### src/hw/rtl/thumb_load_store_unit_assert.svh
// Assertion macros for the Thumb load/store unit
`ifndef THUMB_LOAD_STORE_UNIT_ASSERT_SVH
`define THUMB_LOAD_STORE_UNIT_ASSERT_SVH
`define TLSU_ASSERT_IMPL(label, clk, rst, ante, cons, msg) \
  label: assert property (@(posedge clk) disable iff (rst) (ante) |-> (cons)) else $error(msg);
`define TLSU_ASSERT_NEXT(label, clk, rst, ante, cons, msg) \
  label: assert property (@(posedge clk) disable iff (rst) (ante) |=> (cons)) else $error(msg);
`endif

### src/hw/rtl/tlsu_pkg.sv
package tlsu_pkg;
  localparam logic [1:0] CMD_EXEC  = 2'd0;
  localparam logic [1:0] CMD_RET   = 2'd1;
  localparam logic [1:0] CMD_WRREG = 2'd2;
  localparam logic [1:0] CMD_RDREG = 2'd3;

  localparam logic [1:0] KIND_WRITE  = 2'd0;
  localparam logic [1:0] KIND_READ   = 2'd1;
  localparam logic [1:0] KIND_REPORT = 2'd2;
  localparam logic [1:0] KIND_ERROR  = 2'd3;

  localparam logic [3:0] REG_SP = 4'd13;
  localparam logic [3:0] REG_LR = 4'd14;
  localparam logic [3:0] REG_PC = 4'd15;
  localparam int unsigned PEND_DEPTH = 9;

  typedef struct packed {
    logic [1:0]  command;
    logic [15:0] instr;
    logic [3:0]  reg_index;
    logic [31:0] data;
  } in_item_t;

  typedef struct packed {
    logic [1:0]  kind;
    logic [31:0] address;
    logic [31:0] write_data;
    logic        byte_write;
    logic        branched;
    logic        thumb_state;
    logic        last;
  } out_item_t;
endpackage

### src/hw/rtl/tlsu_fifo.sv
module tlsu_fifo (
  input  logic               clk,
  input  logic               rst,
  input  logic               push,
  input  tlsu_pkg::in_item_t din,
  output logic               full,
  input  logic               pop,
  output logic               empty,
  output tlsu_pkg::in_item_t dout
);
  import tlsu_pkg::*;
  in_item_t   slots [2];
  logic       wr_ptr, rd_ptr;
  logic [1:0] count;

  assign full  = (count == 2'd2);
  assign empty = (count == 2'd0);
  assign dout  = slots[rd_ptr];

  always_ff @(posedge clk) begin
    if (push && !full) begin
      slots[wr_ptr] <= din;
    end
    if (rst) begin
      wr_ptr <= 1'b0;
      rd_ptr <= 1'b0;
      count  <= 2'd0;
    end else begin
      if (push && !full) wr_ptr <= ~wr_ptr;
      if (pop && !empty) rd_ptr <= ~rd_ptr;
      count <= count + 2'((push && !full) ? 1 : 0) - 2'((pop && !empty) ? 1 : 0);
    end
  end
endmodule

### src/hw/rtl/tlsu_exec.sv
module tlsu_exec (
  input  logic                clk,
  input  logic                rst,
  input  logic                in_valid,
  input  tlsu_pkg::in_item_t  item,
  output logic                in_take,
  output logic                out_valid,
  output tlsu_pkg::out_item_t result,
  input  logic                out_pop
);
  import tlsu_pkg::*;
  typedef enum logic [1:0] {S_IDLE, S_PUSH, S_POP} state_t;

  state_t      state;
  logic [31:0] low_regs [8];
  logic [31:0] sp, lr, pc;
  logic        tbit;
  logic [5:0]  pend [PEND_DEPTH];
  logic [3:0]  pend_count;
  logic [8:0]  list;      // bit 8 is LR/PC
  logic [31:0] msp;

  logic        stall;

  assign stall   = out_valid && !out_pop;
  assign in_take = (state == S_IDLE) && in_valid && !stall;

  // decode helpers
  logic [15:0] ins;
  logic [31:0] a_imm4, a_imm1, a_sp, a_pc, rot_v;
  logic [31:0] base;
  logic [3:0]  lo_list_idx, hi_list_idx;
  logic [8:0]  list_lo_mask;
  logic [5:0]  head;
  logic        is_pushpop;
  assign ins    = item.instr;
  assign base   = low_regs[ins[5:3]];
  assign a_imm4 = base + {25'd0, ins[10:6], 2'b00};
  assign a_imm1 = base + {27'd0, ins[10:6]};
  assign a_sp   = sp + {22'd0, ins[7:0], 2'b00};
  assign a_pc   = pc + {22'd0, ins[7:0], 2'b00};
  assign head   = pend[0];
  assign is_pushpop = (ins[15:12] == 4'hB) && (ins[10:9] == 2'd2);
  always_comb begin
    case (head[5:4])
      2'd1:    rot_v = {item.data[7:0], item.data[31:8]};
      2'd2:    rot_v = {item.data[15:0], item.data[31:16]};
      2'd3:    rot_v = {item.data[23:0], item.data[31:24]};
      default: rot_v = item.data;
    endcase
  end

  // lowest set bit (pop order) and highest set bit (push order) of list
  always_comb begin
    lo_list_idx = 4'd0;
    hi_list_idx = 4'd0;
    for (int i = 8; i >= 0; i--) if (list[i]) lo_list_idx = 4'(i);
    for (int i = 0; i <= 8; i++) if (list[i]) hi_list_idx = 4'(i);
    list_lo_mask = list & (list - 9'd1);
  end

  function automatic out_item_t mk(logic [1:0] k, logic [31:0] a, logic [31:0] w,
                                   logic bw, logic br, logic t, logic l);
    out_item_t r;
    r.kind = k; r.address = a; r.write_data = w; r.byte_write = bw;
    r.branched = br; r.thumb_state = t; r.last = l;
    return r;
  endfunction

  always_ff @(posedge clk) begin
    if (rst) begin
      state      <= S_IDLE;
      out_valid  <= 1'b0;
      for (int i = 0; i < 8; i++) low_regs[i] <= '0;
      sp         <= '0;
      lr         <= '0;
      pc         <= '0;
      tbit       <= 1'b1;
      pend_count <= '0;
      list       <= '0;
      msp        <= '0;
    end else begin
      if (out_valid && out_pop) out_valid <= 1'b0;
      case (state)
        S_IDLE: begin
          if (in_take) begin
            out_valid <= 1'b1;
            result    <= mk(KIND_ERROR, '0, '0, 1'b0, 1'b0, tbit, 1'b1);
            case (item.command)
              CMD_EXEC: begin
                if (pend_count != 4'd0) begin
                  // error already set
                end else if (ins[15:11] == 5'b01001) begin
                  result <= mk(KIND_READ, a_pc, '0, 1'b0, 1'b0, tbit, 1'b1);
                  pend[0] <= {2'd0, 1'b0, ins[10:8]};
                  pend_count <= 4'd1;
                end else if (ins[15:13] == 3'b011) begin
                  case (ins[12:11])
                    2'd0: result <= mk(KIND_WRITE, {a_imm4[31:2], 2'b00}, low_regs[ins[2:0]],
                                       1'b0, 1'b0, tbit, 1'b1);
                    2'd1: begin
                      result <= mk(KIND_READ, {a_imm4[31:2], 2'b00}, '0, 1'b0, 1'b0, tbit, 1'b1);
                      pend[0] <= {a_imm4[1:0], 1'b0, ins[2:0]};
                      pend_count <= 4'd1;
                    end
                    2'd2: result <= mk(KIND_WRITE, a_imm1, {24'd0, low_regs[ins[2:0]][7:0]},
                                       1'b1, 1'b0, tbit, 1'b1);
                    default: ;
                  endcase
                end else if (ins[15:12] == 4'h9) begin
                  if (ins[11]) begin
                    result <= mk(KIND_READ, {a_sp[31:2], 2'b00}, '0, 1'b0, 1'b0, tbit, 1'b1);
                    pend[0] <= {a_sp[1:0], 1'b0, ins[10:8]};
                    pend_count <= 4'd1;
                  end else begin
                    result <= mk(KIND_WRITE, {a_sp[31:2], 2'b00}, low_regs[ins[10:8]],
                                 1'b0, 1'b0, tbit, 1'b1);
                  end
                end else if (is_pushpop) begin
                  out_valid <= 1'b0;
                  if (ins[8:0] != 9'd0) begin
                    list  <= ins[8:0];
                    msp   <= sp;
                    state <= ins[11] ? S_POP : S_PUSH;
                  end
                end
              end
              CMD_RET: begin
                if (pend_count != 4'd0) begin
                  for (int i = 0; i < PEND_DEPTH - 1; i++) pend[i] <= pend[i + 1];
                  pend_count <= pend_count - 4'd1;
                  if (head[3:0] == REG_PC) begin
                    tbit <= rot_v[0];
                    pc   <= {rot_v[31:1], 1'b0};
                    result <= mk(KIND_REPORT, 32'(REG_PC), {rot_v[31:1], 1'b0},
                                 1'b0, 1'b1, rot_v[0], 1'b1);
                  end else begin
                    low_regs[head[2:0]] <= rot_v;
                    result <= mk(KIND_REPORT, {28'd0, head[3:0]}, rot_v,
                                 1'b0, 1'b0, tbit, 1'b1);
                  end
                end
              end
              default: begin
                logic [31:0] v;
                logic ok;
                ok = 1'b1;
                v  = item.data;
                if (item.reg_index[3] == 1'b0) begin
                  if (item.command == CMD_WRREG) low_regs[item.reg_index[2:0]] <= item.data;
                  else v = low_regs[item.reg_index[2:0]];
                end else if (item.reg_index == REG_SP) begin
                  if (item.command == CMD_WRREG) sp <= item.data; else v = sp;
                end else if (item.reg_index == REG_LR) begin
                  if (item.command == CMD_WRREG) lr <= item.data; else v = lr;
                end else if (item.reg_index == REG_PC) begin
                  if (item.command == CMD_WRREG) pc <= item.data; else v = pc;
                end else begin
                  ok = 1'b0;
                end
                if (ok) result <= mk(KIND_REPORT, {28'd0, item.reg_index}, v,
                                     1'b0, 1'b0, tbit, 1'b1);
              end
            endcase
          end
        end
        S_POP: begin
          if (!stall) begin
            out_valid <= 1'b1;
            result <= mk(KIND_READ, {msp[31:2], 2'b00}, '0, 1'b0, 1'b0, tbit,
                         list_lo_mask == 9'd0);
            pend[pend_count] <= {2'd0, (lo_list_idx == 4'd8) ? REG_PC : lo_list_idx};
            pend_count <= pend_count + 4'd1;
            msp  <= msp + 32'd4;
            list <= list_lo_mask;
            if (list_lo_mask == 9'd0) begin
              sp    <= msp + 32'd4;
              state <= S_IDLE;
            end
          end
        end
        S_PUSH: begin
          if (!stall) begin
            out_valid <= 1'b1;
            result <= mk(KIND_WRITE, {msp[31:2] - 30'd1, 2'b00},
                         (hi_list_idx == 4'd8) ? lr : low_regs[hi_list_idx[2:0]],
                         1'b0, 1'b0, tbit, (list & ~(9'd1 << hi_list_idx)) == 9'd0);
            msp  <= msp - 32'd4;
            list <= list & ~(9'd1 << hi_list_idx);
            if ((list & ~(9'd1 << hi_list_idx)) == 9'd0) begin
              sp    <= msp - 32'd4;
              state <= S_IDLE;
            end
          end
        end
        default: state <= S_IDLE;
      endcase
    end
  end
endmodule

### src/hw/rtl/thumb_load_store_unit.sv
// Thumb load/store unit.
// An item leaves the input queue in the cycle after its push at the earliest. A single
// result is registered as its item is taken; a PUSH/POP first enters its push or pop
// state, then makes one request per list entry (up to 9). Single items go one per cycle
// while results are popped; an unpopped result stalls the unit and its input queue.
// Reset (rst, synchronous): registers zero, Thumb bit one, queues empty.
module thumb_load_store_unit (
  input  logic                clk,
  input  logic                rst,
  input  logic                push,
  input  tlsu_pkg::in_item_t  item,
  output logic                full,
  output logic                empty,
  input  logic                pop,
  output tlsu_pkg::out_item_t result
);
  import tlsu_pkg::*;
`include "thumb_load_store_unit_assert.svh"

  logic     q_empty, q_take, out_valid;
  in_item_t q_item;

  tlsu_fifo u_fifo (
    .clk(clk), .rst(rst), .push(push), .din(item), .full(full),
    .pop(q_take), .empty(q_empty), .dout(q_item)
  );

  tlsu_exec u_exec (
    .clk(clk), .rst(rst), .in_valid(!q_empty), .item(q_item), .in_take(q_take),
    .out_valid(out_valid), .result(result), .out_pop(pop)
  );

  assign empty = !out_valid;

  `TLSU_ASSERT_NEXT(a_hold, clk, rst, !empty && !pop, !empty && $stable(result),
                    "result changed while waiting")
  `TLSU_ASSERT_IMPL(a_err_clean, clk, rst, !empty && result.kind == KIND_ERROR,
                    result.last && result.address == '0, "bad error result")
endmodule

### config.mk
export PLATFORM = sky130hd
export DESIGN_NAME = thumb_load_store_unit
export DESIGN_NICKNAME = d
export VERILOG_FILES = /design/src/hw/rtl/tlsu_pkg.sv /design/src/hw/rtl/tlsu_fifo.sv /design/src/hw/rtl/tlsu_exec.sv /design/src/hw/rtl/thumb_load_store_unit.sv
export VERILOG_INCLUDE_DIRS = /design/src /design/src/hw/rtl
export SDC_FILE = /design/constraint.sdc
export NUM_CORES = 2
export LEC_CHECK = 0
export BUFFER_PORTS_ARGS = -buffer_cell sky130_fd_sc_hd__buf_2
export CAP_MARGIN = 10
export CELL_PAD_IN_SITES_DETAIL_PLACEMENT = 1
export CELL_PAD_IN_SITES_GLOBAL_PLACEMENT = 1
export CORE_MARGIN = 3
export CORE_UTILIZATION = 25
export CTS_CLUSTER_DIAMETER = 30
export CTS_CLUSTER_SIZE = 25
export DETAILED_ROUTE_END_ITERATION = 8
export PLACE_DENSITY = 0.44
export SKIP_LAST_GASP = 1
export SLEW_MARGIN = 10
export SYNTH_ARGS = -nofsm -noshare
export SYNTH_HDL_FRONTEND = slang
export SYNTH_HIERARCHICAL = 1
export SYNTH_SLANG_ARGS = --single-unit
### constraint.sdc
create_clock -name clk -period 4.9 [get_ports clk]
set_input_delay 0 -clock clk [delete_from_list [all_inputs] [get_ports clk]]
set_output_delay 0 -clock clk [all_outputs]
set_load 0.005 [all_outputs]
==> results.tsv <==
metric	value	unit
io_pins	130	
synth_area_leaders	edfxtp_1, mux4_2, dfxtp_1, nor2_1, mux2i_1	
synth.top_cell.area_share	33.2	%
drt_pass1_iterations	6	
synth_top_family_by_area	multiplexers	
via_per_inst	5.80	
drive_above_1_share	23.2	%
synthMuxAreaShare	21.2	%
leakagePower	19.2	nW
min_from	rst	
drcViolationCount	0	
grt_max_degree	88	
yosysWarningCount	6	
max_freq	0.221	GHz
worst_setup_path_start_kind	flop	
slew_headroom	23.4	%
crit_fanout	23	
rsz0062_at_grt	no	
path_cells	mux2_4, buf_4, mux4_1, mux2i_1, nor4_2, and3_1, xor2_1, o221ai_1, o21ai_0, o31ai_1	
crit_path_max_incr_delay	0.85	ns
finalSetupViolCount	0	
slew_viol_final	0	
synth_area	0.0425	sq mm
numCtsBuffers	195	
irDropWorstVdd	357	uV
grtUsageTotal	26.1	%
start_util	25.3	%
synth_nets	4260	
die_height	418	um
status	finished, final reports clean	
cts_resized	0	
rows	150	
final-hold-violation-count	0	
portBuffers	129	
core_area	0.168	sq mm
multiInputGateArea	0.0236	sq mm
regArea	0.0172	sq mm
synth-compound-area-share	16.1	%
clk_pin_slew	0.05	ns
async_reset_ff_share	0	%
end_kind	flop	
routabilityCongestion	0.911	
synthSimpleGateAreaFrac	14.0	%
clockBufferDepth	3	
reg2reg_slack	0.38	ns
place_area	0.0464	sq mm
clkSinkCount	622	
tritoncts	built	
synth_top_area_cell	edfxtp_1	
via_count	39500	
drt_iter0_drc	3850	
holdPathEnd	u_exec/list[8]	
grt_pass1_wl	323000	um
synthAdderAreaFrac	1.34	%
route.detailed.wl_per_inst	34.1	um
worstRegToRegCells	10	
fin_crit_sh	92.3	%
worst_pin_slew	1.12	ns
period_needed	4.52	ns
cp_slowest_cell	mux2i_1	
yosysUniqueCellTypes	98	
grt_pass1_vias	39600	
arrival	5.05	ns
ys_ff_latch	622	
fin_area	0.0540	sq mm
final_antenna_net_count	0	
power_density	591	mW/mm^2
antenna_found_initial	12	
criticalPathCategory	reg -> reg	
fin_nets	4531	
routed_wl	232000	um
tns	0	ns
synth-seq-area-share	40.4	%
die_w	418	um
fp.dieArea	0.175	sq mm
overflow	0	
syn_to_final_growth	27.1	%
avgSynthCellArea	10.2	sq um
hold_class	in -> reg	
worst_skew_pair.late_latency	0.81	ns
synth_flop_cell	edfxtp_1	
rr_endpoint	u_exec/result[47]	
syn_inst	4159	
hold_depth	3	
drv_cap	0	
worstPathRequired	5.43	ns
h-tree-depth	4	
hpwlAfterDp	157000	um
synthXorXnorAreaFrac	2.45	%
skew	0.0341	ns
cts_root_buf	clkbuf_16	
fillers	18500	
synth_edf_count	470	
==> critical path: cells and delay by family (launching register included) <==
kind,cells,cell delay (ns)
mux,3,2.02
compound gates,3,0.81
simple gates,2,0.57
flops,1,0.33
buf+inv,1,0.29
xor+xnor,1,0.20
==> area by class of cell <==
class	instances	area share [%]
clock inverter	112	2.17
inverter	61	0.424
sequential	622	31.8
timing repair buffer	469	6.92
antenna	1	0.00463
tap	2204	5.10
multi-input combinational	3081	43.7
clock buffer	253	9.92
==> state kept, by name (all words and copies together), names as in the netlist, named ones only <==
| name | cells |
|---|---|
| u_exec/lr | 32 |
| u_exec/list | 9 |
| u_exec/msp | 32 |
| u_exec/out_valid | 1 |
| u_fifo/slots | 108 |
| u_fifo/wr_ptr | 1 |
| u_exec/pc | 32 |
| u_exec/pend | 38 |
| u_exec/state | 2 |
| u_exec/tbit | 1 |
| u_exec/sp | 32 |
| u_exec/low_regs | 256 |
| u_exec/result | 70 |
| u_fifo/rd_ptr | 1 |
| u_fifo/count | 2 |
| u_exec/pend_count | 4 |
==> power by group <==
group	internal (mW)	switching [mW]	leakage (nW)
combinational	4.49	8.44	10.2
clock	8.64	3.75	3.20
sequential	6.28	0.356	5.87
total	19.4	12.5	19.2
==> stage by stage <==
stage               setup WS (ns)  utilization (%)  instances  power, mW  hold slack, ns
floorplan                  0.0330                -       4159       13.9          0.0691
global placement            0.450             27.6       6326       19.4           0.190
detailed placement          0.381             27.6       6326       19.4           0.192
CTS                         0.365             32.2       6802       32.0          0.0741
global route                0.112             32.2       6802       33.0          0.0998
finish                      0.378             32.2       6803       31.9           0.132
==> cells by family after synthesis <==
group / Yosys count
AND/OR/NAND/NOR: 1344
multiplexers: 530
AO/OA/AOI/OAI: 1045
XOR/XNOR: 119
flip-flops: 622
buffers and inverters: 456
adder cells (fa/ha/maj): 43
==> synthesized netlist by cell type (all sizes together) (9+ instances only) <==
| cell | instances |
|---|---|
| nand3 | 91 |
| o221ai | 50 |
| nand3b | 10 |
| nor3 | 75 |
| a31oi | 35 |
| a221oi | 32 |
| nor3b | 11 |
| or2 | 15 |
| and2 | 12 |
| nand2b | 31 |
| clkbuf | 325 |
| o31ai | 16 |
| mux4 | 280 |
| a22o | 9 |
| nand4 | 20 |
| mux2 | 69 |
| o2111ai | 10 |
| and3 | 21 |
| a211oi | 92 |
| inv | 61 |
| buf | 70 |
| mux2i | 181 |
| a32o | 22 |
| or3 | 19 |
| o21a | 10 |
| nor2b | 15 |
| xor2 | 44 |
| nand2 | 475 |
| nor2 | 503 |
| nor4 | 15 |
| o211ai | 38 |
| a21oi | 197 |
| o22ai | 154 |
| o311ai | 9 |
| ha | 39 |
| a22oi | 18 |
| xnor2 | 75 |
| edfxtp | 470 |
| o21ai | 259 |
| a221o | 40 |
| dfxtp | 152 |
==> repair_timing <==
item                                   4_1_cts  5_1_grt
hold buffers                               111        0
endpoints found under the hold margin      167        0
setup buffers                                0        0
==> layout by cell type, fill, tap and decap left out, drive strengths merged, types with 16 or more instances in the layout <==
cell type      n
nor2         503
nand2        475
edfxtp       470
buf          358
mux4         280
o21ai        259
clkbuf       253
a21oi        197
mux2i        181
o22ai        154
dfxtp        152
dlygate4sd3  111
a211oi        92
nand3         91
clkinv        76
xnor2         75
nor3          75
mux2          69
inv           67
o221ai        50
xor2          44
a221o         40
ha            39
o211ai        38
a31oi         35
a221oi        32
nand2b        31
a32o          22
and3          21
bufinv        20
nand4         20
or3           19
a22oi         18
o31ai         16
==> routing by layer <==
layer	vias up	track usage [%]	share of wire, %
met3	437	4.79	6.9
met2	1806	41.3	45
met5	-	0	0
met4	0	11.7	4.9
li1	16600	-	-
met1	20600	34.7	43
==> how the worst max path moves through the flow <==
stage          slack [ns]  from                 to
6_report             0.38  flop  u_exec/result[47]
5_1_grt              0.11  flop  u_exec/result[64]
4_1_cts              0.36  flop  u_exec/result[53]
3_5_place_dp         0.38  flop  u_exec/result[53]
3_3_place_gp         0.45  flop  u_exec/result[53]
2_1_floorplan        0.03  flop  u_exec/result[62]
Note: power is estimated with default switching activity, not from simulation.
